## config.mk

```make
export PLATFORM = sky130hd
export DESIGN_NAME = chs_horner_step
export DESIGN_NICKNAME = d
export VERILOG_FILES = /design/src/chs_pkg.sv /design/src/chs_horner_step.sv
export SDC_FILE = /design/constraint.sdc
export NUM_CORES = 2
export LEC_CHECK = 0
export BUFFER_PORTS_ARGS = -buffer_cell sky130_fd_sc_hd__buf_4
export CORE_ASPECT_RATIO = 0.9
export CORE_MARGIN = 2
export CORE_UTILIZATION = 40
export DETAILED_ROUTE_END_ITERATION = 7
export SLEW_MARGIN = 20
export SYNTH_ARGS = -nofsm -noshare
export SYNTH_HDL_FRONTEND = slang
export SYNTH_SLANG_ARGS = --single-unit
```

## constraint.sdc

```tcl
create_clock -name i_clk -period 21.9 [get_ports i_clk]
set_input_delay 1.095 -clock i_clk [delete_from_list [all_inputs] [get_ports i_clk]]
set_output_delay 1.095 -clock i_clk [all_outputs]
set_load 0.03 [all_outputs]
```

## src/chs_pkg.sv

```systemverilog
// Shared constants for the cosine hemisphere sampler.
// Used by cosine_hemisphere_sampler, chs_horner_step and the testbench; depends on nothing.
`default_nettype none

package chs_pkg;

    // Q30 fixed point used through the angle and trig datapath
    localparam int unsigned FRAC_BITS = 30;
    localparam logic [30:0] Q30_ONE = 31'h4000_0000;

    // pi/4 in Q30
    localparam logic [29:0] QUARTER_PI_Q30 = 30'd843314857;

    // Quotient of minor/major offset: one integer bit plus 30 fraction bits
    localparam int unsigned QUOT_BITS = 31;

    // Register stages per Horner step (product, reciprocal, correction)
    localparam int unsigned STEP_STAGES = 3;

    // Horner divisors, innermost term first
    localparam int unsigned SIN_STEPS = 5;
    localparam int unsigned COS_STEPS = 6;
    localparam int unsigned SIN_DIV [SIN_STEPS] = '{110, 72, 42, 20, 6};
    localparam int unsigned COS_DIV [COS_STEPS] = '{132, 90, 56, 30, 12, 2};

endpackage

`default_nettype wire

```

## src/chs_horner_step.sv

```systemverilog
// One Horner step t' = 1 - floor(floor(a2 * t / 2^30) / DIV) in Q30, three stages.
// Depends on chs_pkg.
`default_nettype none

module chs_horner_step #(
    parameter int unsigned DIV = 6
) (
    input  wire logic        i_clk,
    input  wire logic        i_en,
    input  wire logic [29:0] i_a2,
    input  wire logic [30:0] i_t,
    output logic      [29:0] o_a2,
    output logic      [30:0] o_t
);

    // floor(2^32 / DIV); estimate is at most one below the true quotient
    localparam logic [32:0] RECIP = 33'((64'(1) << 32) / DIV);

    logic [60:0] w_prod;
    logic [63:0] w_rprod;
    logic [30:0] w_q0;
    logic [30:0] w_rem;
    logic [30:0] w_quot;

    logic [30:0] r_m0;
    logic [29:0] r_a2_0;
    logic [63:0] r_p1;
    logic [30:0] r_m1;
    logic [29:0] r_a2_1;
    logic [30:0] r_t2;
    logic [29:0] r_a2_2;

    // stage 0: Q30 product
    assign w_prod = 61'(i_a2) * 61'(i_t);

    // stage 1: reciprocal multiply
    assign w_rprod = 64'(r_m0) * 64'(RECIP);

    // stage 2: quotient correction and subtract from one
    assign w_q0   = r_p1[62:32];
    assign w_rem  = r_m1 - 31'(w_q0 * 31'(DIV));
    assign w_quot = (w_rem >= 31'(DIV)) ? w_q0 + 31'd1 : w_q0;

    always_ff @(posedge i_clk) begin
        if (i_en) begin
            r_m0   <= w_prod[60:30];
            r_a2_0 <= i_a2;
            r_p1   <= w_rprod;
            r_m1   <= r_m0;
            r_a2_1 <= r_a2_0;
            r_t2   <= chs_pkg::Q30_ONE - w_quot;
            r_a2_2 <= r_a2_1;
        end
    end

    assign o_a2 = r_a2_2;
    assign o_t  = r_t2;

endmodule

`default_nettype wire

```

==> impl_metrics.json <==
{
  "synth-edff-count": 211,
  "place.gp.congestion": 0.9411,
  "rr_startpoint": "r_m0[1]$_DFFE_PP_",
  "initial_core_util_pct": 40.19,
  "cpMostUsedCell": "fa_1",
  "die_h_microns": 350.6,
  "fmax_mhz": 99.99,
  "async_flop_share_pct": 0,
  "ctsHoldBuffers": 0,
  "cts_tree": "built",
  "wl_mm": 147.5,
  "layout-drive-gt1-share_pct": 3.812,
  "hold_path_depth": 0,
  "rows": 127,
  "core_region_area_sq_um": 132800,
  "wire_per_inst_microns": 20.71,
  "vias": 36649,
  "finalInstanceArea_sq_um": 56620,
  "cts.sinks": 211,
  "ys.flop_type": "edfxtp_1",
  "design.die.area_sq_um": 136400,
  "cts_max_path_buffers": 3,
  "r2r_slack_ps": 12180,
  "fin_crit_ps": 10000,
  "cts_made_buffers": 26,
  "max_stage_delay_ps": 580,
  "grtUsageMet1_pct": 33.39,
  "critical_path.max_fanout": 32,
  "area_growth_pct": 6.048,
  "dp_hpwl_mm": 115.2,
  "die_w_microns": 389.1,
  "nets": 7190,
  "cts_setup_buffers": 0,
  "busiest_layer": "met2",
  "max_slew_margin_pct": 30.32,
  "crit_path_top_delay_cell": "o31ai_1",
  "timing.final.ws_setup_ps": 11900,
  "io-pin-count": 124,
  "avgViaCountPerCell": 5.148,
  "critPathTopFamily": "adder cells",
  "antennaDiodeCount": 0,
  "criticalPathCategory": "primary input to flip-flop",
  "hold_viol_final": 0,
  "worstSetupStartpointType": "primary input",
  "worstPathRequired_ps": 22220,
  "place_area_sq_um": 55750,
  "ys_ff_latch": 211,
  "ys_seq_area_share_pct": 11.87,
  "utilization_pct": 42.62,
  "h-tree-depth": 1,
  "grt_pass1_vias": 38562,
  "grt-ovfl-total": 0,
  "rsz0062_at_grt": "false",
  "grt_pass1_wl_mm": 230.7,
  "drv_slew": 0,
  "grt.total_usage_pct": 22.10,
  "drc": 0,
  "port_buffers": 123,
  "period_share_pct": 45.66,
  "syn_inst": 5408,
  "drt_iter0_markers": 2613,
  "root_buffer": "clkbuf_16",
  "setup-violations-final": 0,
  "syn-num-nets": 7240,
  "worstReg2RegEnd": "r_p1[60]$_DFFE_PP_",
  "cts.clk_slew.worst_paths_ps": 60,
  "status": "finished clean",
  "insertion_delay_ps": 580,
  "cap_violations": 0,
  "layout_common_cells": "inv_1 (1,339), fa_1 (1,128), ha_1 (641), nand2_1 (582), and2_1 (444)",
  "cp.arrival_ps": 10320,
  "ys_types": 83,
  "yosysWarnings": 0,
  "drtAntennaViolNets": 0,
  "syn-mean-instance-area_sq_um": 9.873,
  "min_path_type": "flip-flop to flip-flop",
  "tightest_slew_ps": 1045,
  "ctsResizeCount": 0,
  "syn_area_sq_um": 53390,
  "cp-end-kind": "flip-flop",
  "critPathBufInv": 6,
  "first_pass_iters": 6,
  "clock_skew_ps": 17.21,
  "reg2reg_depth": 28,
  "final_common_cell": "inv_1",
  "fillers": 12882,
  "fin_setup_tns_ps": 0,
  "grt_max_degree": 87,
  "hp-start": "r_a2_1[24]$_DFFE_PP_",
  "dp_slack_ps": 11490,
  "antenna_found_initial": 6,
  "grtUsageMet2_pct": 34.21,
  "grt_use_met3_pct": 3.345,
  "hold_path_end": "o_a2[24]$_DFFE_PP_"
}
## synthesized netlist by cell type (17+ instances only)
| master | number | share of area, % |
|---|---|---|
| inv_1 | 1339 | 9.4 |
| fa_1 | 1128 | 42 |
| ha_1 | 641 | 15 |
| nand2_1 | 582 | 4.1 |
| and2_1 | 444 | 5.2 |
| edfxtp_1 | 211 | 12 |
| clkbuf_1 | 203 | 1.4 |
| nor2_1 | 121 | 0.85 |
| a21oi_1 | 104 | 0.97 |
| xnor2_1 | 81 | 1.3 |
| a21o_1 | 56 | 0.79 |
| o21ai_0 | 55 | 0.52 |
| xor2_1 | 55 | 0.90 |
| nand3_1 | 41 | 0.38 |
| o21a_1 | 30 | 0.42 |
| nor3_1 | 29 | 0.27 |
| nor2b_1 | 25 | 0.29 |
| nand4_1 | 21 | 0.25 |
| and3_1 | 19 | 0.22 |
| nand2b_1 | 17 | 0.20 |
## metrics by stage
| step | cells | hold WS [ps] |
|---|---|---|
| 3_5_place_dp | 7071 | 404.5 |
| 6_report | 7119 | 417.7 |
| 2_1_floorplan | 5408 | 400.3 |
| 4_1_cts | 7119 | 412.3 |
| 5_1_grt | 7119 | 424.1 |
| 3_3_place_gp | 7071 | 401.2 |
## metal layers
metal	up-vias	share of wire, %
met4	2	1.5
met2	1357	44
li1	16309	-
met5	-	0.0088
met1	18843	46
met3	138	8.3
## registers in the layout, indices dropped and copies added (netlist names)
name	cells
o_t	31
r_m1	30
r_a2_0	30
r_p1	29
r_m0	31
o_a2	30
r_a2_1	30
## logic make-up (layout without fill, tap and decap cells)
group                      after synthesis  after routing  share of synthesized area, %
DFF                                    211            211                         11.87
and+or+nand+nor                       1350           1350                         12.53
AOI/OAI and AO/OA                      381            381                         4.827
muxes                                   14             14                        0.2836
buffers and inverters                 1546           1516                         10.90
xor gates and xnor gates               137            137                         2.273
adders and majority gates             1769           1769                         57.31
## how the worst max path moves through the flow
stage | startpoint | end | slack (ps) | cells past startpoint
after detailed placement | i_t[10] | r_m0[30]$_DFFE_PP_ | 11490 | 30
after CTS | i_t[10] | r_m0[30]$_DFFE_PP_ | 12050 | 30
after floorplan | i_t[25] | r_m0[30]$_DFFE_PP_ | 13200 | 31
final | i_a2[15] | r_m0[30]$_DFFE_PP_ | 11900 | 29
after global routing | i_a2[15] | r_m0[30]$_DFFE_PP_ | 11360 | 29
after global placement | i_a2[21] | r_m0[30]$_DFFE_PP_ | 11510 | 29
## cell type report
| class | count | area, sq um | area share (%) |
|---|---|---|---|
| clock buffer | 28 | 658.1 | 1.162 |
| inverter | 1339 | 5026 | 8.876 |
| tap | 1741 | 2178 | 3.847 |
| timing repair buffer | 129 | 975.9 | 1.724 |
| multi-input combinational | 3651 | 41240 | 72.83 |
| sequential | 211 | 6336 | 11.19 |
| clock inverter | 20 | 211.5 | 0.3734 |
Power is not shown: default switching activity piles up to over one toggle a cycle in this logic, so the estimate is an artifact.
